===== config.mk =====
export PLATFORM = sky130hd
export DESIGN_NAME = packbytes_page_decoder_unit_flat
export DESIGN_NICKNAME = d
export VERILOG_FILES = /design/src/hdl/pbd_pkg.sv /design/src/hdl/pbd_if.sv /design/src/hdl/pbd_parser.sv /design/src/hdl/pbd_expander.sv /design/src/hdl/packbytes_page_decoder_unit.sv /design/src/flat_wrapper.sv
export SDC_FILE = /design/constraint.sdc
export NUM_CORES = 1
export LEC_CHECK = 0
export BUFFER_PORTS_ARGS = -buffer_cell sky130_fd_sc_hd__buf_2
export CAP_MARGIN = 20
export CORE_AREA = 2 2 129 131
export DETAILED_ROUTE_END_ITERATION = 12
export DIE_AREA = 0 0 131 133
export GPL_TIMING_DRIVEN = 0
export PLACE_DENSITY = 0.82
export SLEW_MARGIN = 40
export SYNTH_ARGS = -nofsm -noshare
export SYNTH_HDL_FRONTEND = slang
export SYNTH_HIERARCHICAL = 1
export SYNTH_SLANG_ARGS = --single-unit

===== constraint.sdc =====
create_clock -name clock -period 10 [get_ports clock]
set_input_delay 2 -clock clock [delete_from_list [all_inputs] [get_ports clock]]
set_output_delay 2 -clock clock [all_outputs]
set_load 0.01 [all_outputs]

===== src/hdl/pbd_pkg.sv =====
// ----------------------------------------------------------------------------
// PackBytes page decoder package
// Shared widths, state codes and the run descriptor passed from the stream
// parser to the group expander.
// ----------------------------------------------------------------------------
package pbd_pkg;

   localparam int PAGE_BYTES = 8192;
   localparam int MAX_COUNT  = 64;

   localparam int BYTE_W   = 8;
   localparam int COUNT_W  = $clog2(MAX_COUNT + 1);
   localparam int TOTAL_W  = $clog2(4 * MAX_COUNT + 1);
   localparam int CAP_W    = $clog2(2 * PAGE_BYTES + 1);
   localparam int OFFSET_W = 15;
   localparam int LANE_W   = 3;
   localparam int PAT_W    = 4 * BYTE_W;

   localparam logic [1:0] KIND_LIT  = 2'd0;
   localparam logic [1:0] KIND_REP  = 2'd1;
   localparam logic [1:0] KIND_QUAD = 2'd2;
   localparam logic [1:0] KIND_FILL = 2'd3;

   localparam logic [1:0] QUAD_LAST = 2'd3;

   typedef enum logic [2:0] {
      EXP_TAG  = 3'd0,
      EXP_LIT  = 3'd1,
      EXP_REP  = 3'd2,
      EXP_QUAD = 3'd3,
      EXP_FILL = 3'd4
   } expect_type;

   typedef struct packed {
      logic               is_end;
      logic [PAT_W-1:0]   pattern;
      logic [TOTAL_W-1:0] total;
   } job_type;

endpackage


===== src/hdl/pbd_if.sv =====
// ----------------------------------------------------------------------------
// PackBytes page decoder channels
// Valid/ready request channel carrying stream bytes, and response channel
// carrying output byte groups.
// ----------------------------------------------------------------------------
interface pbd_req_if;
   logic                     valid;
   logic                     ready;
   logic [pbd_pkg::BYTE_W-1:0] data_byte;
   logic                     stream_end;

   modport source (output valid, output data_byte, output stream_end, input ready);
   modport sink   (input valid, input data_byte, input stream_end, output ready);
endinterface

interface pbd_rsp_if;
   logic                         valid;
   logic                         ready;
   logic [pbd_pkg::BYTE_W-1:0]   byte_a;
   logic [pbd_pkg::BYTE_W-1:0]   byte_b;
   logic [pbd_pkg::BYTE_W-1:0]   byte_c;
   logic [pbd_pkg::BYTE_W-1:0]   byte_d;
   logic [pbd_pkg::LANE_W-1:0]   lane_count;
   logic [pbd_pkg::OFFSET_W-1:0] page_offset;
   logic                         last;
   logic                         empty_stream;

   modport source (output valid, output byte_a, output byte_b, output byte_c,
                   output byte_d, output lane_count, output page_offset,
                   output last, output empty_stream, input ready);
   modport sink   (input valid, input byte_a, input byte_b, input byte_c,
                   input byte_d, input lane_count, input page_offset,
                   input last, input empty_stream, output ready);
endinterface


===== src/hdl/pbd_parser.sv =====
// ----------------------------------------------------------------------------
// PackBytes stream parser
// Tracks tag and packet bytes and turns each completed packet step into a
// run descriptor held in a one-entry job register.
// ----------------------------------------------------------------------------
module pbd_parser (
   input  logic              clock,
   input  logic              reset,
   pbd_req_if.sink           req_chan,
   output logic              job_valid,
   output pbd_pkg::job_type  job,
   input  logic              job_pop
);

   pbd_pkg::expect_type                expect_ff, expect_in;
   logic [pbd_pkg::COUNT_W-1:0]        remaining_ff, remaining_in;
   logic [pbd_pkg::PAT_W-1:0]          quad_ff, quad_in;
   logic [1:0]                         quad_idx_ff, quad_idx_in;
   logic                               job_valid_ff, job_valid_in;
   pbd_pkg::job_type                   job_ff, job_in;

   logic                               accept;
   logic                               make_job;
   logic [pbd_pkg::BYTE_W-1:0]         b;
   logic [pbd_pkg::PAT_W-1:0]          quad_new;
   logic [pbd_pkg::TOTAL_W-1:0]        rem_total;
   logic [pbd_pkg::TOTAL_W-1:0]        rem4_total;

   assign b          = req_chan.data_byte;
   assign req_chan.ready = !job_valid_ff || job_pop;
   assign accept     = req_chan.valid && req_chan.ready;
   assign rem_total  = pbd_pkg::TOTAL_W'(remaining_ff);
   assign rem4_total = pbd_pkg::TOTAL_W'({remaining_ff, 2'b00});
   assign quad_new   = quad_ff | (pbd_pkg::PAT_W'(b) << {quad_idx_ff, 3'b000});

   always_comb begin
      expect_in = expect_ff;
      if (accept) begin
         if (req_chan.stream_end) begin
            expect_in = pbd_pkg::EXP_TAG;
         end else begin
            case (expect_ff)
               pbd_pkg::EXP_TAG: begin
                  case (b[7:6])
                     pbd_pkg::KIND_LIT:  expect_in = pbd_pkg::EXP_LIT;
                     pbd_pkg::KIND_REP:  expect_in = pbd_pkg::EXP_REP;
                     pbd_pkg::KIND_QUAD: expect_in = pbd_pkg::EXP_QUAD;
                     default:            expect_in = pbd_pkg::EXP_FILL;
                  endcase
               end
               pbd_pkg::EXP_LIT: begin
                  if (remaining_ff <= pbd_pkg::COUNT_W'(1)) expect_in = pbd_pkg::EXP_TAG;
               end
               pbd_pkg::EXP_QUAD: begin
                  if (quad_idx_ff == pbd_pkg::QUAD_LAST) expect_in = pbd_pkg::EXP_TAG;
               end
               default: expect_in = pbd_pkg::EXP_TAG;
            endcase
         end
      end
   end

   always_comb begin
      remaining_in   = remaining_ff;
      quad_in        = quad_ff;
      quad_idx_in    = quad_idx_ff;
      make_job       = 1'b0;
      job_in.is_end  = 1'b0;
      job_in.pattern = '0;
      job_in.total   = '0;
      if (accept) begin
         if (req_chan.stream_end) begin
            make_job      = 1'b1;
            job_in.is_end = 1'b1;
            case (expect_ff)
               pbd_pkg::EXP_LIT:  job_in.total = rem_total;
               pbd_pkg::EXP_REP:  job_in.total = rem_total;
               pbd_pkg::EXP_FILL: job_in.total = rem4_total;
               pbd_pkg::EXP_QUAD: begin
                  job_in.pattern = quad_ff;
                  job_in.total   = rem4_total;
               end
               default: job_in.total = '0;
            endcase
            remaining_in = '0;
            quad_in      = '0;
            quad_idx_in  = '0;
         end else begin
            case (expect_ff)
               pbd_pkg::EXP_TAG: begin
                  remaining_in = pbd_pkg::COUNT_W'(b[5:0]) + pbd_pkg::COUNT_W'(1);
                  quad_in      = '0;
                  quad_idx_in  = '0;
               end
               pbd_pkg::EXP_LIT: begin
                  make_job       = 1'b1;
                  job_in.pattern = pbd_pkg::PAT_W'(b);
                  job_in.total   = pbd_pkg::TOTAL_W'(1);
                  if (remaining_ff != '0) remaining_in = remaining_ff - pbd_pkg::COUNT_W'(1);
               end
               pbd_pkg::EXP_REP: begin
                  make_job       = 1'b1;
                  job_in.pattern = {4{b}};
                  job_in.total   = rem_total;
                  remaining_in   = '0;
               end
               pbd_pkg::EXP_FILL: begin
                  make_job       = 1'b1;
                  job_in.pattern = {4{b}};
                  job_in.total   = rem4_total;
                  remaining_in   = '0;
               end
               pbd_pkg::EXP_QUAD: begin
                  quad_in = quad_new;
                  if (quad_idx_ff == pbd_pkg::QUAD_LAST) begin
                     make_job       = 1'b1;
                     job_in.pattern = quad_new;
                     job_in.total   = rem4_total;
                     remaining_in   = '0;
                     quad_idx_in    = '0;
                  end else begin
                     quad_idx_in = quad_idx_ff + 2'd1;
                  end
               end
               default: remaining_in = remaining_ff;
            endcase
         end
      end
   end

   always_comb begin
      job_valid_in = job_valid_ff && !job_pop;
      if (make_job) job_valid_in = 1'b1;
   end

   always_ff @(posedge clock) begin
      if (reset) begin
         expect_ff    <= pbd_pkg::EXP_TAG;
         remaining_ff <= '0;
         quad_ff      <= '0;
         quad_idx_ff  <= '0;
         job_valid_ff <= 1'b0;
      end else begin
         expect_ff    <= expect_in;
         remaining_ff <= remaining_in;
         quad_ff      <= quad_in;
         quad_idx_ff  <= quad_idx_in;
         job_valid_ff <= job_valid_in;
      end
   end

   always_ff @(posedge clock) begin
      if (make_job) job_ff <= job_in;
   end

   assign job_valid = job_valid_ff;
   assign job       = job_ff;

endmodule


===== src/hdl/pbd_expander.sv =====
// ----------------------------------------------------------------------------
// PackBytes group expander
// Walks one run descriptor four bytes per cycle when not stalled, clips at
// the page capacity and drives the registered response channel incl. end report.
// ----------------------------------------------------------------------------
module pbd_expander (
   input  logic              clock,
   input  logic              reset,
   input  logic              csr_write_en,
   input  logic              csr_write_data,
   input  logic              job_valid,
   input  pbd_pkg::job_type  job,
   output logic              job_pop,
   pbd_rsp_if.source         rsp_chan
);

   logic                            double_ff;
   logic [pbd_pkg::TOTAL_W-1:0]     pos_ff, pos_in;
   logic [pbd_pkg::CAP_W-1:0]       bw_ff, bw_in;
   logic                            rsp_valid_ff, rsp_valid_in;
   logic [pbd_pkg::BYTE_W-1:0]      byte_a_ff, byte_b_ff, byte_c_ff, byte_d_ff;
   logic [pbd_pkg::BYTE_W-1:0]      byte_a_in, byte_b_in, byte_c_in, byte_d_in;
   logic [pbd_pkg::LANE_W-1:0]      lanes_ff, lanes_in;
   logic [pbd_pkg::OFFSET_W-1:0]    offset_ff, offset_in;
   logic                            last_ff, last_in;
   logic                            empty_ff, empty_in;

   logic [pbd_pkg::CAP_W-1:0]       cap;
   logic [pbd_pkg::CAP_W-1:0]       room;
   logic [pbd_pkg::CAP_W-1:0]       bw_next;
   logic [pbd_pkg::TOTAL_W-1:0]     rem_total;
   logic [pbd_pkg::TOTAL_W:0]       pos_step;
   logic [pbd_pkg::LANE_W-1:0]      lanes_total;
   logic [pbd_pkg::LANE_W-1:0]      lanes;
   logic                            active, more, done, out_free, step, emit;

   assign cap       = double_ff ? pbd_pkg::CAP_W'(2 * pbd_pkg::PAGE_BYTES)
                                : pbd_pkg::CAP_W'(pbd_pkg::PAGE_BYTES);
   assign active    = (pos_ff < job.total) && (bw_ff < cap);
   assign rem_total = job.total - pos_ff;
   assign room      = cap - bw_ff;
   assign pos_step  = {1'b0, pos_ff} + (pbd_pkg::TOTAL_W + 1)'(4);

   always_comb begin
      lanes_total = (rem_total > pbd_pkg::TOTAL_W'(4)) ? pbd_pkg::LANE_W'(4)
                                                      : rem_total[pbd_pkg::LANE_W-1:0];
      lanes = lanes_total;
      if (room < pbd_pkg::CAP_W'(lanes_total)) lanes = room[pbd_pkg::LANE_W-1:0];
      if (!active) lanes = '0;
   end

   assign bw_next  = bw_ff + pbd_pkg::CAP_W'(lanes);
   assign more     = active && (pos_step < {1'b0, job.total}) && (bw_next < cap);
   assign done     = !more;
   assign out_free = !rsp_valid_ff || rsp_chan.ready;
   assign step     = job_valid && out_free;
   assign emit     = step && (active || job.is_end);
   assign job_pop  = step && done;

   always_comb begin
      byte_a_in = (lanes > pbd_pkg::LANE_W'(0)) ? job.pattern[7:0]   : '0;
      byte_b_in = (lanes > pbd_pkg::LANE_W'(1)) ? job.pattern[15:8]  : '0;
      byte_c_in = (lanes > pbd_pkg::LANE_W'(2)) ? job.pattern[23:16] : '0;
      byte_d_in = (lanes > pbd_pkg::LANE_W'(3)) ? job.pattern[31:24] : '0;
      lanes_in  = lanes;
      offset_in = pbd_pkg::OFFSET_W'(bw_ff);
      last_in   = job.is_end && done;
      empty_in  = job.is_end && done && (bw_next == '0);
   end

   always_comb begin
      pos_in = pos_ff;
      bw_in  = bw_ff;
      if (step) begin
         pos_in = done ? '0 : pos_step[pbd_pkg::TOTAL_W-1:0];
         bw_in  = (job.is_end && done) ? '0 : bw_next;
      end
      rsp_valid_in = rsp_valid_ff && !rsp_chan.ready;
      if (emit) rsp_valid_in = 1'b1;
   end

   always_ff @(posedge clock) begin
      if (reset) begin
         double_ff    <= 1'b0;
         pos_ff       <= '0;
         bw_ff        <= '0;
         rsp_valid_ff <= 1'b0;
      end else begin
         if (csr_write_en) double_ff <= csr_write_data;
         pos_ff       <= pos_in;
         bw_ff        <= bw_in;
         rsp_valid_ff <= rsp_valid_in;
      end
   end

   always_ff @(posedge clock) begin
      if (emit) begin
         byte_a_ff <= byte_a_in;
         byte_b_ff <= byte_b_in;
         byte_c_ff <= byte_c_in;
         byte_d_ff <= byte_d_in;
         lanes_ff  <= lanes_in;
         offset_ff <= offset_in;
         last_ff   <= last_in;
         empty_ff  <= empty_in;
      end
   end

   assign rsp_chan.valid        = rsp_valid_ff;
   assign rsp_chan.byte_a       = byte_a_ff;
   assign rsp_chan.byte_b       = byte_b_ff;
   assign rsp_chan.byte_c       = byte_c_ff;
   assign rsp_chan.byte_d       = byte_d_ff;
   assign rsp_chan.lane_count   = lanes_ff;
   assign rsp_chan.page_offset  = offset_ff;
   assign rsp_chan.last         = last_ff;
   assign rsp_chan.empty_stream = empty_ff;

`ifndef SYNTH
   a_short_group_zero_tail: assert property (@(posedge clock) disable iff (reset)
      rsp_valid_ff && (lanes_ff < pbd_pkg::LANE_W'(4)) |-> (byte_d_ff == '0))
      else $error("unused lane carries data");

   a_report_only_on_last: assert property (@(posedge clock) disable iff (reset)
      rsp_valid_ff && (lanes_ff == '0) |-> last_ff)
      else $error("empty group that is not the end report");

   a_empty_is_pure_report: assert property (@(posedge clock) disable iff (reset)
      rsp_valid_ff && empty_ff |-> last_ff && (lanes_ff == '0))
      else $error("empty flag on a data group");

   a_end_clears_fill: assert property (@(posedge clock) disable iff (reset)
      emit && last_in |=> (bw_ff == '0) && (pos_ff == '0))
      else $error("fill point not cleared after end report");
`endif

endmodule


===== src/hdl/packbytes_page_decoder_unit.sv =====
// ----------------------------------------------------------------------------
// PackBytes page decoder
// Expands a PackBytes stream into page byte groups with their page offsets.
// ----------------------------------------------------------------------------
//   channel    direction  carries
//   req_chan   in         data_byte, stream_end
//   rsp_chan   out        byte_a..byte_d, lane_count, page_offset, last, empty
//   csr_*      in         double_page
//
// Tag bytes and quad pattern bytes other than the last only update parser state.
// A run of N output bytes is emitted one group per cycle unless the response
// stalls, stopping early once the page is full; the run is held in the job
// register, each group in the response register, and req_chan ready stays low until the last group.
// Reset is synchronous and returns to single page and tag expected.
// A stalled response holds the expander; requests are still taken while the
// job register is free.
module packbytes_page_decoder_unit (
   input  logic     clock,
   input  logic     reset,
   pbd_req_if.sink  req_chan,
   pbd_rsp_if.source rsp_chan,
   input  logic     csr_write_en,
   input  logic     csr_write_data
);

   logic              job_valid;
   logic              job_pop;
   pbd_pkg::job_type  job;

   pbd_parser u_parser (
      .clock     (clock),
      .reset     (reset),
      .req_chan  (req_chan),
      .job_valid (job_valid),
      .job       (job),
      .job_pop   (job_pop)
   );

   pbd_expander u_expander (
      .clock          (clock),
      .reset          (reset),
      .csr_write_en   (csr_write_en),
      .csr_write_data (csr_write_data),
      .job_valid      (job_valid),
      .job            (job),
      .job_pop        (job_pop),
      .rsp_chan       (rsp_chan)
   );

endmodule

===== src/flat_wrapper.sv =====
// flat-port wrapper written by rule: the top's interface ports become plain ports
module packbytes_page_decoder_unit_flat 
  (clock, reset, csr_write_en, csr_write_data, req_chan_valid, req_chan_data_byte, req_chan_stream_end, req_chan_ready, rsp_chan_valid, rsp_chan_byte_a, rsp_chan_byte_b, rsp_chan_byte_c, rsp_chan_byte_d, rsp_chan_lane_count, rsp_chan_page_offset, rsp_chan_last, rsp_chan_empty_stream, rsp_chan_ready);
  pbd_req_if req_chan_i ();
  pbd_rsp_if rsp_chan_i ();
  input  logic clock;
  input  logic reset;
  input  logic csr_write_en;
  input  logic csr_write_data;
  input wire logic [$bits(req_chan_i.valid)-1:0] req_chan_valid;
  input wire logic [$bits(req_chan_i.data_byte)-1:0] req_chan_data_byte;
  input wire logic [$bits(req_chan_i.stream_end)-1:0] req_chan_stream_end;
  output wire logic [$bits(req_chan_i.ready)-1:0] req_chan_ready;
  output wire logic [$bits(rsp_chan_i.valid)-1:0] rsp_chan_valid;
  output wire logic [$bits(rsp_chan_i.byte_a)-1:0] rsp_chan_byte_a;
  output wire logic [$bits(rsp_chan_i.byte_b)-1:0] rsp_chan_byte_b;
  output wire logic [$bits(rsp_chan_i.byte_c)-1:0] rsp_chan_byte_c;
  output wire logic [$bits(rsp_chan_i.byte_d)-1:0] rsp_chan_byte_d;
  output wire logic [$bits(rsp_chan_i.lane_count)-1:0] rsp_chan_lane_count;
  output wire logic [$bits(rsp_chan_i.page_offset)-1:0] rsp_chan_page_offset;
  output wire logic [$bits(rsp_chan_i.last)-1:0] rsp_chan_last;
  output wire logic [$bits(rsp_chan_i.empty_stream)-1:0] rsp_chan_empty_stream;
  input wire logic [$bits(rsp_chan_i.ready)-1:0] rsp_chan_ready;
  assign req_chan_i.valid = req_chan_valid;
  assign req_chan_i.data_byte = req_chan_data_byte;
  assign req_chan_i.stream_end = req_chan_stream_end;
  assign req_chan_ready = req_chan_i.ready;
  assign rsp_chan_valid = rsp_chan_i.valid;
  assign rsp_chan_byte_a = rsp_chan_i.byte_a;
  assign rsp_chan_byte_b = rsp_chan_i.byte_b;
  assign rsp_chan_byte_c = rsp_chan_i.byte_c;
  assign rsp_chan_byte_d = rsp_chan_i.byte_d;
  assign rsp_chan_lane_count = rsp_chan_i.lane_count;
  assign rsp_chan_page_offset = rsp_chan_i.page_offset;
  assign rsp_chan_last = rsp_chan_i.last;
  assign rsp_chan_empty_stream = rsp_chan_i.empty_stream;
  assign rsp_chan_i.ready = rsp_chan_ready;
  packbytes_page_decoder_unit u_core (.clock(clock), .reset(reset), .req_chan(req_chan_i), .rsp_chan(rsp_chan_i), .csr_write_en(csr_write_en), .csr_write_data(csr_write_data));
endmodule

# Word-level counts from Yosys, hierarchy flattened
# Index checks and enable logic that the tools add are counted.
dict set report totals {
  reg_bits 165
}
dict set report op_classes {
  n_addsub 7
  magnitude_cmp 11
  n_eq_ne 10
  shifts 1
  muxes 32
  bitwise_logic 1
  n_reduce_logical 32
}
# op count
set op_table {}
lappend op_table {{case mux 41 bit (4 select lines)} 1}
lappend op_table {{two-way mux 41 bit} 2}
lappend op_table {{two-way mux 32 bit} 2}
lappend op_table {{case mux 32 bit (2 select lines)} 1}
lappend op_table {{OR 32 bit} 1}
lappend op_table {{left shift 8 x 5 -> 32 bit} 1}
lappend op_table {{less-than comparator 15 bit} 2}
lappend op_table {{two-way mux 15 bit} 2}
lappend op_table {{case mux 7 bit (4 select lines)} 1}
lappend op_table {{two-way mux 7 bit} 3}
lappend op_table {{two-way mux 3 bit} 6}
lappend op_table {{case mux 3 bit (3 select lines)} 2}
lappend op_table {{case mux 9 bit (2 select lines)} 1}
lappend op_table {{adder 15 x 3 -> 15 bit} 1}
lappend op_table {{zero test 15 bit} 1}
lappend op_table {{less-than comparator 15 x 3 -> 1 bit} 1}
lappend op_table {{subtractor 15 bit} 1}
lappend op_table {{logical AND 1 bit} 11}
lappend op_table {{adder 9 x 3 -> 10 bit, second input constant} 1}
lappend op_table {{less-than comparator 10 x 9 -> 1 bit} 1}
lappend op_table {{greater-than comparator 9 x 3 -> 1 bit, second input constant} 1}
lappend op_table {{less-than comparator 9 bit} 1}
lappend op_table {{two-way mux 9 bit} 1}
lappend op_table {{!= test 3 bit, second input constant} 3}
lappend op_table {{other kinds (28)} 46}

# Longest topological paths before layout
# Gate-level depths: netlist (run 1).
dict set report logic_depth {
  ltp_word 15
  ltp_mapped 35
  depth_no_buf 32
}

# Hierarchy
# Netlist (run 1), hierarchy kept.
# mod n_inst cells_each area_each_um2 seq_area_each_um2
set by_module_without_submodules {}
lappend by_module_without_submodules {pbd_expander 1 453 4616.9 2042.0}
lappend by_module_without_submodules {pbd_parser 1 438 4070.2 2162.1}

# Worst setup path before layout (run 1)
# No wires, ideal clock.
dict set report synth_timing {
  kind {reg2out}
  from {register u_core/u_expander/pos_ff[7] (netlist name)}
  to {output port req_chan_ready}
  arrival_time_ps 5813
  t_required_ps 8000
  slack_ps 2187
  stages_incl_launch_ff 27
  n_path_buf 1
  cell_sequence {dfxtp_1 -> inv_1 -> ha_1 -> nor2b_1 -> a2111oi_2 -> o22ai_1 -> a311o_1 -> nor3b_2 -> ha_1 -> a21o_1 -> nor4b_4 -> o211ai_1 -> and3_4 -> o21a_1 -> buf_2 -> xnor2_1 -> ha_1 -> a31oi_1 -> a211oi_1 -> xnor2_1 -> ha_1 -> nor3_1 -> and3_1 -> nand4_1 -> o211ai_4 -> nor2_1 -> nand2b_1}
}
dict set report synth_between {
  elab_chain_len 12
  word_cells_on_any_way 17
  classes_between {add/sub (3); order compare (5); mux (3); reduce/logical (6)}
}
# element line
set synth_lines {}
lappend synth_lines {{start: declaration} pbd_expander.sv:18} ;# logic [pbd_pkg::TOTAL_W-1:0] pos_ff, pos_in;
lappend synth_lines {{start signal: assignment} pbd_expander.sv:90} ;# pos_ff <= pos_in;
lappend synth_lines {{subtractor 9 bit} pbd_expander.sv:40} ;# assign rem_total = job.total - pos_ff;
lappend synth_lines {{greater-than comparator 9 x 3 -> 1 bit} pbd_expander.sv:45} ;# lanes_total = (rem_total > pbd_pkg::TOTAL_W'(4)) ? pbd_pkg::LANE_W'(4)
lappend synth_lines {{two-way mux 3 bit} pbd_expander.sv:45}
lappend synth_lines {{less-than comparator 15 x 3 -> 1 bit} pbd_expander.sv:48} ;# if (room < pbd_pkg::CAP_W'(lanes_total)) lanes = room[pbd_pkg::LANE_W-1:0];
lappend synth_lines {{two-way mux 3 bit} pbd_expander.sv:48}
lappend synth_lines {{two-way mux 3 bit (*)} pbd_expander.sv:49} ;# if (!active) lanes = '0;
lappend synth_lines {{via u_core.u_expander.lanes, one bit} pbd_expander.sv:34} ;# logic [pbd_pkg::LANE_W-1:0] lanes;
lappend synth_lines {{adder 15 x 3 -> 15 bit (*)} pbd_expander.sv:52} ;# assign bw_next = bw_ff + pbd_pkg::CAP_W'(lanes);
lappend synth_lines {{less-than comparator 15 bit (*)} pbd_expander.sv:53} ;# assign more = active && (pos_step < {1'b0, job.total}) && (bw_next < cap);
lappend synth_lines {{logical AND 1 bit (*)} pbd_expander.sv:53}
lappend synth_lines {{zero test 1 bit (*)} pbd_expander.sv:54} ;# assign done = !more;
lappend synth_lines {{logical AND 1 bit (*)} pbd_expander.sv:58} ;# assign job_pop = step && done;
lappend synth_lines {{via u_core.job_pop} packbytes_page_decoder_unit.sv:27} ;# logic job_pop;
lappend synth_lines {{logical OR 1 bit (*)} pbd_parser.sv:30} ;# assign req_chan.ready = !job_valid_ff || job_pop;
lappend synth_lines {{end: declaration} flat_wrapper.sv:13} ;# output wire logic [$bits(req_chan_i.ready)-1:0] req_chan_ready;
# The timed path passes the listed nets; every way through them passes the cells marked *.

# Worst setup path after layout (run 1)
dict set report layout_timing {
  from {register u_core/u_expander/pos_ff[2] (netlist name)}
  to {output port req_chan_ready}
}
# Same word-level chain as after synthesis.

==> results.json, run 1 <==
{
  "grt_setup_unrepaired": "no",
  "clock_root_cell": "sky130_fd_sc_hd__clkbuf_16",
  "dpl.hpwl_mm": 15.3,
  "final_min_period_over_clock_period_pct": 93.8,
  "grt_start_max_net_pins": 30,
  "ys_types": 78,
  "yosys_warnings": 6,
  "worst_hold_slack_ps": 440,
  "path_buf_inv": 3,
  "clock_sinks": 163,
  "final-hold-violation-count": 0,
  "post-route-drc-count": 0,
  "synth.top_cells.by_area": "sky130_fd_sc_hd__edfxtp_1 32%, sky130_fd_sc_hd__dfxtp_1 16%, sky130_fd_sc_hd__ha_1 4.8%",
  "max_clock_buf_depth": 2,
  "mappedNetlistArea_um2": 8690,
  "critPathRequiredTime_ps": 8000,
  "timing_max_transition_violations_final": 0,
  "clock_tree.htree_level_count": 4,
  "clk_latency_ps": 430,
  "grt_use_total_pct": 25.3,
  "first_global_vias": 6732,
  "antenna_found_initial": 0,
  "synth_top_area_share_pct": 32.5,
  "final.setup.tns_ps": 0,
  "worst_pin_slew_ps": 813,
  "num-nets-final": 1026,
  "setup_viol": 0,
  "multi_input_area_um2": 4090,
  "post_cts_hold_buffer_count": 0,
  "first_iter_violations": 838,
  "floorplan.die.height_um": 133,
  "report.power.total_w": 0.00161,
  "first_pass_grt_wire_length_mm": 34.5,
  "cpMaxStageDelayCell": "sky130_fd_sc_hd__a311o_1",
  "finalWorstPathRequiredPeriod_ps": 9380,
  "worst_path_largest_cell_delay_ps": 420,
  "gp_congestion": 0.977,
  "cts_tree": "yes",
  "cpMostUsedCell": "sky130_fd_sc_hd__ha_1",
  "critPathArrivalTime_ps": 7380,
  "floorplan.core_area_um2": 16200,
  "capturing_element_type_of_the_critical_path": "primary output",
  "layout.filler_cells": 1334,
  "initial_standard_cell_utilization_of_the_core_pct": 53.7,
  "ios": 69,
  "final_layout_size_suffix_gt1_share_pct": 15.7,
  "via_per_inst": 5.99,
  "edff_count_synth": 94,
  "mappedNetlistNets": 939,
  "grt_total_ovfl": 0,
  "synth_largest_area_cell": "sky130_fd_sc_hd__edfxtp_1",
  "power.leakage_nw": 3.55,
  "die_ar_um2": 17400,
  "layout.cells.non_filler": 1211,
  "achievable-frequency_mhz": 107,
  "synth_area_per_cell_um2": 9.75,
  "tritoncts.num_buffers": 17,
  "crit_family": "simple AND/OR/NAND/NOR gates",
  "fin_ws_ps": 624,
  "routed-via-count": 7253,
  "max_cap_viols": 0,
  "worst_ir_drop_vdd_v": 0.000122,
  "layout-area-overhead-vs-synth_pct": 14.3,
  "outcome": "finished clean",
  "critPathKind": "flop to primary output",
  "seq_total_area_yosys_pct": 48.4,
  "rows": 47,
  "synthCells": 891,
  "critical_path_peak_fanout": 10,
  "power.density_cell_area_nw_per_um2": 162,
  "synth.ff_latch_count": 163,
  "floorplan.die.width_um": 131,
  "numPortBuffers": 65,
  "finalWirelength_mm": 21.6,
  "ant_nets": 0,
  "antenna_cells_inserted": 0,
  "first_pass_iters": 6,
  "layout.area.seq_um2": 4200,
  "fin_skew_ps": 11.4,
  "maxSlewHeadroom_pct": 45.8,
  "synth_ff_type": "sky130_fd_sc_hd__edfxtp_1",
  "timing.reg2reg.setup_slack_ps": 1530,
  "holdCritPathClass": "flop to flop",
  "path_clk_slew_ps": 70,
  "placed_cells": 1179,
  "routed_wire_length_per_instance_um": 17.8,
  "cts.repair_timing.setup_buffer_count": 0,
  "share_of_synthesized_registers_carrying_an_async_set_or_reset_pct": 0,
  "post_cts_sizing": 0,
  "preCtsSetupSlack_ps": 1230,
  "worstSetupStartpointType": "flop"
}
[through the flow]
stage	util, %	area, µm²
after global placement	57.4	9290
final	61.4	9930
after CTS	61.4	9920
after global routing	61.4	9930
after detailed placement	57.8	9350
after floorplan	-	8690
[worst reg2reg max path, delay by kind of cell, from the launching register on]
| family | cells | cell delay (ps) |
|---|---|---|
| adders and majority gates | 4 | 1010 |
| buffers and inverters | 3 | 700 |
| AOI/OAI and AO/OA | 11 | 2400 |
| xor gates and xnor gates | 2 | 450 |
| DFF | 1 | 360 |
| and+or+nand+nor | 12 | 3330 |
[report_power, final]
group          switching [W]  internal (W)
clock network       0.000280      0.000350
logic               0.000147     0.0000774
registers          0.0000117      0.000747
total               0.000438       0.00117
[cell families after synthesis]
kind of cell / count (synthesis) / share of synthesized area [%]
AO/OA/AOI/OAI: 218 / 16.7
AND/OR/NAND/NOR: 326 / 19.7
flip-flops: 163 / 48.4
buffers and inverters: 95 / 4.55
multiplexers: 14 / 1.66
XOR/XNOR: 40 / 4.19
adder cells (fa/ha/maj): 33 / 4.75
other: 2 / 0.0865
[synth_stat cells (12+ instances only)]
cell	n
sky130_fd_sc_hd__nand2_1	88
sky130_fd_sc_hd__xnor2_1	31
sky130_fd_sc_hd__nor3_1	32
sky130_fd_sc_hd__ha_1	33
sky130_fd_sc_hd__a31oi_1	34
sky130_fd_sc_hd__inv_1	41
sky130_fd_sc_hd__dfxtp_1	69
sky130_fd_sc_hd__o21ai_0	53
sky130_fd_sc_hd__a21oi_1	45
sky130_fd_sc_hd__edfxtp_1	94
sky130_fd_sc_hd__nor2_1	76
sky130_fd_sc_hd__clkbuf_1	40
sky130_fd_sc_hd__and3_1	13
sky130_fd_sc_hd__nor2b_1	31
sky130_fd_sc_hd__nor3_2	12
sky130_fd_sc_hd__nand3_1	19
[sequential cells by signal, indices dropped and copies added (netlist names)]
register and count:
u_core/u_expander/rsp_chan.empty_stream 1, u_core/u_expander/pos_ff 7, u_core/u_expander/rsp_chan.byte_b 8, u_core/u_parser/quad_idx_ff 2, u_core/u_expander/rsp_chan.byte_c 8, u_core/u_parser/expect_ff 3, u_core/u_parser/job 42, u_core/u_expander/rsp_chan.page_offset 15
u_core/u_expander/rsp_chan.valid 1, u_core/u_expander/bw_ff 15, u_core/u_expander/rsp_chan.byte_a 8, u_core/u_expander/rsp_chan.byte_d 8, u_core/u_expander/double_ff 1, u_core/u_parser/job_valid 1, u_core/u_parser/quad_ff 32, u_core/u_parser/remaining_ff 7
u_core/u_expander/rsp_chan.last 1, u_core/u_expander/rsp_chan.lane_count 3
[cells in the final DEF, fill, tap and decap left out, types with 4 or more instances in the layout]
master	count
sky130_fd_sc_hd__nor3_2	13
sky130_fd_sc_hd__ha_1	33
sky130_fd_sc_hd__mux2i_1	11
sky130_fd_sc_hd__xnor2_1	31
sky130_fd_sc_hd__clkbuf_1	41
sky130_fd_sc_hd__o31ai_1	4
sky130_fd_sc_hd__nor4_1	5
sky130_fd_sc_hd__o21ai_1	6
sky130_fd_sc_hd__nand3_1	19
sky130_fd_sc_hd__and3_1	13
sky130_fd_sc_hd__nand2b_1	6
sky130_fd_sc_hd__nor2b_1	31
sky130_fd_sc_hd__o21ai_0	51
sky130_fd_sc_hd__nand2_1	88
sky130_fd_sc_hd__or2_2	5
sky130_fd_sc_hd__nand4_1	5
sky130_fd_sc_hd__buf_2	75
sky130_fd_sc_hd__clkbuf_16	17
sky130_fd_sc_hd__edfxtp_1	94
sky130_fd_sc_hd__a221oi_1	6
sky130_fd_sc_hd__xor2_1	8
sky130_fd_sc_hd__o211ai_1	10
sky130_fd_sc_hd__a211oi_1	11
sky130_fd_sc_hd__a21oi_1	45
sky130_fd_sc_hd__clkinv_4	4
sky130_fd_sc_hd__or3_1	4
sky130_fd_sc_hd__dfxtp_1	69
sky130_fd_sc_hd__a31oi_1	34
sky130_fd_sc_hd__and2_1	6
sky130_fd_sc_hd__nor3_1	31
sky130_fd_sc_hd__nor4b_1	4
sky130_fd_sc_hd__inv_1	39
sky130_fd_sc_hd__nor2_1	76
sky130_fd_sc_hd__o21a_1	9
sky130_fd_sc_hd__o21bai_1	4
[area by class of cell]
cell class / instances / share of cell area [%]
Buffer: 54 / 2.43
Tap cell: 220 / 2.77
Sequential cell: 163 / 42.3
Clock buffer: 18 / 4.32
Timing Repair Buffer: 68 / 3.83
Clock inverter: 14 / 1.50
Multi-Input combinational cell: 633 / 41.2
Inverter: 41 / 1.58
[worst paths after layout]
| path | start | to | depth (start not counted) |
|---|---|---|---|
| worst min register to register | u_core/u_expander/bw_ff[9] | u_core/u_expander/rsp_chan.page_offset[9] | 0 |
| worst max-delay path | u_core/u_expander/pos_ff[2] | req_chan_ready | 28 |
| worst max register to register | u_core/u_expander/pos_ff[2] | u_core/u_parser/job[27] | 32 |
| worst min-delay path | u_core/u_expander/bw_ff[9] | u_core/u_expander/rsp_chan.page_offset[9] | 0 |
[metal layers]
| metal | global-route usage (%) | wire length, µm | up-vias |
|---|---|---|---|
| met3 | 5.05 | 1630 | 53 |
| li1 | - | - | 3407 |
| met2 | 39.9 | 10300 | 357 |
| met4 | 10.2 | 563 | 0 |
| met5 | 0 | 0 | - |
| met1 | 34.2 | 9080 | 3436 |
No activity file was read; power rests on OpenSTA's default activity.
==> run 2, diff against run 1 <==
--- a/config.mk
+++ b/config.mk
@@ -11,7 +11,7 @@
 export DETAILED_ROUTE_END_ITERATION = 12
 export DIE_AREA = 0 0 131 133
 export GPL_TIMING_DRIVEN = 0
-export PLACE_DENSITY = 0.82
+export PLACE_DENSITY = 0.73
 export SLEW_MARGIN = 40
 export SYNTH_ARGS = -nofsm -noshare
 export SYNTH_HDL_FRONTEND = slang
==> run 2 against run 1 <==
  * Clock power shrank 2%
  * Maximum frequency grew 0.36%
  * Clock skew is essentially flat
  * Sequential power is essentially flat
  * Critical path depth shrank 1
  * Via count shrank 3.6%
  * Critical path type unchanged
  * Largest cell class unchanged
==> results.json, run 2 (synthesis results as in run 1) <==
{
  "maxSlewHeadroom_pct": 48.7,
  "clock_root_cell": "sky130_fd_sc_hd__clkbuf_16",
  "cts_tree": "yes",
  "layout-area-overhead-vs-synth_pct": 13.8,
  "start_of_the_worst_register_to_register_path": "u_core/u_expander/pos_ff[2]",
  "largest_reg_flops": 42,
  "grt_total_ovfl": 0,
  "ant_nets": 0,
  "rows": 47,
  "first_pass_iters": 5,
  "grt_start_max_net_pins": 43,
  "layout_common_cells": "94 x sky130_fd_sc_hd__edfxtp_1, 88 x sky130_fd_sc_hd__nand2_1, 76 x sky130_fd_sc_hd__nor2_1",
  "clk_latency_ps": 430,
  "holdCritPathClass": "flop to flop",
  "final-hold-violation-count": 0,
  "routed-via-count": 6993,
  "timing_max_transition_violations_final": 0,
  "max_clock_buf_depth": 2,
  "finalWirelength_mm": 20.8,
  "worstSetupStartpointType": "flop",
  "num-nets-final": 1025,
  "post_cts_hold_buffer_count": 0,
  "grt_use_total_pct": 24.9,
  "power.leakage_nw": 3.55,
  "layout.cells.non_filler": 1210,
  "placed_cells": 1178,
  "clock_sinks": 163,
  "initial_standard_cell_utilization_of_the_core_pct": 53.7,
  "dpl.hpwl_mm": 15.0,
  "floorplan.die.width_um": 131,
  "final_layout_size_suffix_gt1_share_pct": 15.5,
  "first_iter_violations": 699,
  "floorplan.core_area_um2": 16200,
  "achievable-frequency_mhz": 107,
  "critical_path_peak_fanout": 10,
  "clock_tree.htree_level_count": 4,
  "via_per_inst": 5.78,
  "critPathRequiredTime_ps": 8000,
  "max_cap_viols": 0,
  "fin_skew_ps": 11.2,
  "capturing_element_type_of_the_critical_path": "primary output",
  "hold_wc_startpoint": "u_core/u_expander/bw_ff[8]",
  "finalWorstPathRequiredPeriod_ps": 9340,
  "setup_viol": 0,
  "final_min_period_over_clock_period_pct": 93.4,
  "numPortBuffers": 65,
  "ios": 69,
  "cts.repair_timing.setup_buffer_count": 0,
  "path_clk_slew_ps": 60,
  "first_global_vias": 6417,
  "post-route-drc-count": 0,
  "layout_commonest_cell": "sky130_fd_sc_hd__edfxtp_1",
  "grt_setup_unrepaired": "no",
  "outcome": "finished clean",
  "gp_congestion": 0.927,
  "critPathLaunch": "u_core/u_expander/pos_ff[2]",
  "first_pass_grt_wire_length_mm": 33.8,
  "worst_pin_slew_ps": 770,
  "worst_ir_drop_vdd_v": 0.000128,
  "final.setup.tns_ps": 0,
  "power.density_cell_area_nw_per_um2": 161,
  "antenna_cells_inserted": 0,
  "die_ar_um2": 17400,
  "post_cts_sizing": 0,
  "floorplan.die.height_um": 133,
  "tritoncts.num_buffers": 17,
  "critPathArrivalTime_ps": 7340,
  "routed_wire_length_per_instance_um": 17.2,
  "antenna_found_initial": 0,
  "critPathKind": "flop to primary output"
}
## run 2: per-layer routing
layer	routed length (µm)	global-route usage (%)
met5	0	0
met4	609	9.93
met3	1140	4.37
met2	9560	37.8
met1	9490	35.3
## run 2: area by class of cell
class | count | area (µm²)
Clock inverter | 15 | 129
Inverter | 41 | 156
Tap cell | 220 | 275
Multi-Input combinational cell | 633 | 4090
Fill cell | 1379 | 6280
Timing Repair Buffer | 67 | 365
Buffer | 54 | 241
Sequential cell | 163 | 4200
Clock buffer | 17 | 425
## run 2: critical path, cell delays in order (launching register included)
cell and delay (ps):
sky130_fd_sc_hd__dfxtp_1 360, sky130_fd_sc_hd__inv_1 120, sky130_fd_sc_hd__ha_1 360, sky130_fd_sc_hd__or2_2 330, sky130_fd_sc_hd__a21oi_1 260, sky130_fd_sc_hd__o22ai_1 140
sky130_fd_sc_hd__a311o_1 410, sky130_fd_sc_hd__nor3b_2 390, sky130_fd_sc_hd__ha_1 320, sky130_fd_sc_hd__a21o_1 210, sky130_fd_sc_hd__nor4b_4 410, sky130_fd_sc_hd__o211ai_1 220
sky130_fd_sc_hd__and3_4 240, sky130_fd_sc_hd__o21a_1 170, sky130_fd_sc_hd__buf_2 180, sky130_fd_sc_hd__xnor2_1 140, sky130_fd_sc_hd__ha_1 210, sky130_fd_sc_hd__a31oi_1 310
sky130_fd_sc_hd__a211oi_1 150, sky130_fd_sc_hd__xnor2_1 200, sky130_fd_sc_hd__ha_1 210, sky130_fd_sc_hd__nor3_1 150, sky130_fd_sc_hd__and3_1 250, sky130_fd_sc_hd__nand4_1 170
sky130_fd_sc_hd__o211ai_4 370, sky130_fd_sc_hd__nor2_1 180, sky130_fd_sc_hd__nand2b_1 290, sky130_fd_sc_hd__buf_2 200
## run 2: report_power, final
| part | internal (W) | switching, W |
|---|---|---|
| registers | 0.000746 | 0.0000107 |
| clock network | 0.000344 | 0.000273 |
| logic | 0.0000764 | 0.000146 |
| total | 0.00117 | 0.000430 |
## run 2: final timing paths
| check | slack (ps) | depth (start not counted) | to |
|---|---|---|---|
| setup / recovery | 660 | 27 | req_chan_ready |
| setup reg to reg | 1620 | 31 | u_core/u_parser/job[14] |
| hold / removal | 440 | 0 | u_core/u_expander/rsp_chan.page_offset[8] |
| hold reg to reg | 440 | 0 | u_core/u_expander/rsp_chan.page_offset[8] |
## run 2: per-stage QoR
| stage | total power (W) | instance area (µm²) | utilization, % | hold slack, ps | setup WS [ps] |
|---|---|---|---|---|---|
| floorplan | 0.000922 | 8690 | - | 406 | 2190 |
| global placement | 0.000986 | 9290 | 57.4 | 415 | 1240 |
| detailed placement | 0.000991 | 9340 | 57.7 | 420 | 1210 |
| CTS | 0.00160 | 9890 | 61.2 | 439 | 703 |
| global route | 0.00166 | 9890 | 61.2 | 462 | 200 |
| finish | 0.00160 | 9890 | 61.2 | 438 | 658 |
==> run 3, diff against run 2 <==
--- a/config.mk
+++ b/config.mk
@@ -12,6 +12,7 @@
 export DIE_AREA = 0 0 131 133
 export GPL_TIMING_DRIVEN = 0
 export PLACE_DENSITY = 0.73
+export RECOVER_POWER = 50
 export SLEW_MARGIN = 40
 export SYNTH_ARGS = -nofsm -noshare
 export SYNTH_HDL_FRONTEND = slang
==> run 3 against run 2 <==
  * Sequential share of layout area grew 0.49 points
  * Critical endpoint unchanged
  * Die area is the same
  * The run now ends with max-capacitance violations, max-slew violations left
  * Cell count is the same
  * First-iteration DRC count shrank 0.14%
  * Highest routed layer unchanged
  * Total power shrank 0.41%
  * Cell area shrank 1.1%
  * Worst hold slack is essentially flat
  * Via count shrank 0.14%
  * Combinational power shrank 3%
  * Clock skew is essentially flat
  * Non-clock buffer count is the same
  * Sequential power is essentially flat
==> results.json, run 3 (synthesis results as in run 1) <==
{
  "outcome": "finished, violations left",
  "violations_in_the_final_reports": "max-capacitance violations, max-slew violations",
  "grt_start_max_net_pins": 43,
  "p_sw_share_pct": 26.9,
  "pwr-share-seq_pct": 47.7,
  "layout_common_cells": "96 x sky130_fd_sc_hd__clkbuf_1, 94 x sky130_fd_sc_hd__edfxtp_1, 88 x sky130_fd_sc_hd__nand2_1",
  "antenna_found_initial": 0,
  "grt_total_ovfl": 0,
  "ios": 69,
  "post_cts_sizing": 0,
  "post-route-drc-count": 0,
  "holdCritPathClass": "flop to flop",
  "final_min_period_over_clock_period_pct": 93.2,
  "first_pass_iters": 5,
  "path_clk_slew_ps": 60,
  "via_per_inst": 5.77,
  "cellInternalPower_w": 0.00116,
  "die_ar_um2": 17400,
  "routed-via-count": 6983,
  "worst_pin_slew_ps": 2160,
  "p_clk_share_pct": 38.8,
  "final_area_um2": 9780,
  "floorplan.die.height_um": 133,
  "maxSlewHeadroom_pct": -44.2,
  "share_comb_of_total_power_pct": 13.5,
  "clock_sinks": 163,
  "num-nets-final": 1025,
  "power.leakage_nw": 3.38,
  "layout-area-overhead-vs-synth_pct": 12.5,
  "clock_root_cell": "sky130_fd_sc_hd__clkbuf_16",
  "cts_tree": "yes",
  "floorplan.core_area_um2": 16200,
  "antenna_cells_inserted": 0,
  "clock_tree.htree_level_count": 4,
  "final.setup.tns_ps": 0,
  "tritoncts.num_buffers": 17,
  "timing_max_transition_violations_final": 53,
  "routed_wire_length_per_instance_um": 17.3,
  "grt_setup_unrepaired": "no",
  "worst_path_largest_cell_delay_ps": 410,
  "power.density_cell_area_nw_per_um2": 163,
  "finalWirelength_mm": 20.9,
  "critical_path_peak_fanout": 10,
  "report.power.total_w": 0.00159,
  "postLayoutCoreUtil_pct": 60.5,
  "netSwitchingPower_w": 0.000428,
  "floorplan.die.width_um": 131,
  "worstSetupStartpointType": "flop",
  "ant_nets": 0,
  "crit_family": "compound AO/OA/AOI/OAI gates",
  "critPathArrivalTime_ps": 7320,
  "cts.repair_timing.setup_buffer_count": 0,
  "critPathKind": "flop to primary output",
  "fin_skew_ps": 10.9,
  "initial_standard_cell_utilization_of_the_core_pct": 53.7,
  "cpMostUsedCell": "sky130_fd_sc_hd__ha_1",
  "max_clock_buf_depth": 2,
  "critPathRequiredTime_ps": 8000,
  "post_cts_hold_buffer_count": 0,
  "worst_ir_drop_vdd_v": 0.000128,
  "setup_viol": 0,
  "finalWorstPathRequiredPeriod_ps": 9320,
  "final-hold-violation-count": 0,
  "final_layout_size_suffix_gt1_share_pct": 9.29,
  "layout_commonest_cell": "sky130_fd_sc_hd__clkbuf_1",
  "dpl.hpwl_mm": 15.0,
  "path_buf_inv": 3,
  "max_cap_viols": 2,
  "first_iter_violations": 698,
  "rows": 47,
  "numPortBuffers": 65,
  "cpMaxStageDelayCell": "sky130_fd_sc_hd__a311o_1",
  "worst_hold_slack_ps": 438,
  "capturing_element_type_of_the_critical_path": "primary output",
  "first_global_vias": 6417,
  "place_area_um2": 9340,
  "achievable-frequency_mhz": 107,
  "gp_congestion": 0.927,
  "first_pass_grt_wire_length_mm": 33.8,
  "grt_use_total_pct": 24.9,
  "largest_reg_flops": 42,
  "clk_latency_ps": 430
}
-- run 3: cell types whose count changed in the layout (fill, tap and decap cells not counted), sizes merged --
| cell | change |
|---|---|
| buf | -56 |
| clkbuf | +56 |
| clkinvlp | +1 |
| inv | -1 |
-- run 3: area by class of cell --
cell class	instances	area [µm²]
fill	1420	6390
sequential	163	4200
multi-input combinational	633	4070
clock buffer	17	425
timing repair buffer	67	282
tap	220	275
buffer	54	240
inverter	41	155
clock inverter	15	129
-- run 3: final timing paths --
kind	startpoint	to	slack [ps]	cells past startpoint
worst max-delay path	u_core/u_expander/pos_ff[7]	req_chan_ready	680	27
worst min-delay path	u_core/u_expander/bw_ff[8]	u_core/u_expander/rsp_chan.page_offset[8]	440	0
worst min register to register	u_core/u_expander/bw_ff[8]	u_core/u_expander/rsp_chan.page_offset[8]	440	0
worst max register to register	u_core/u_expander/pos_ff[7]	u_core/u_parser/job[14]	1610	31
-- run 3: power by group through the flow --
stage          registers (W)  logic, W  clock network (W)
2_1_floorplan       0.000778  0.000144                  0
3_3_place_gp        0.000773  0.000212                  0
3_5_place_dp        0.000772  0.000219                  0
4_1_cts             0.000757  0.000220           0.000627
5_1_grt             0.000763  0.000236           0.000654
6_report            0.000759  0.000215           0.000617
-- run 3: stage by stage --
step           instances  setup slack (ps)
2_1_floorplan        891              2190
4_1_cts             1210               703
6_report            1210               684
3_3_place_gp        1176              1240
5_1_grt             1210               156
3_5_place_dp        1178              1210
-- run 3: per-layer routing --
metal  wire length, µm  up-vias  GRT usage (%)
li1                  -     3415              -
met3              1080       48           4.37
met4               669        0           9.93
met5                 0        -              0
met1              9640     3295           35.3
met2              9520      225           37.8
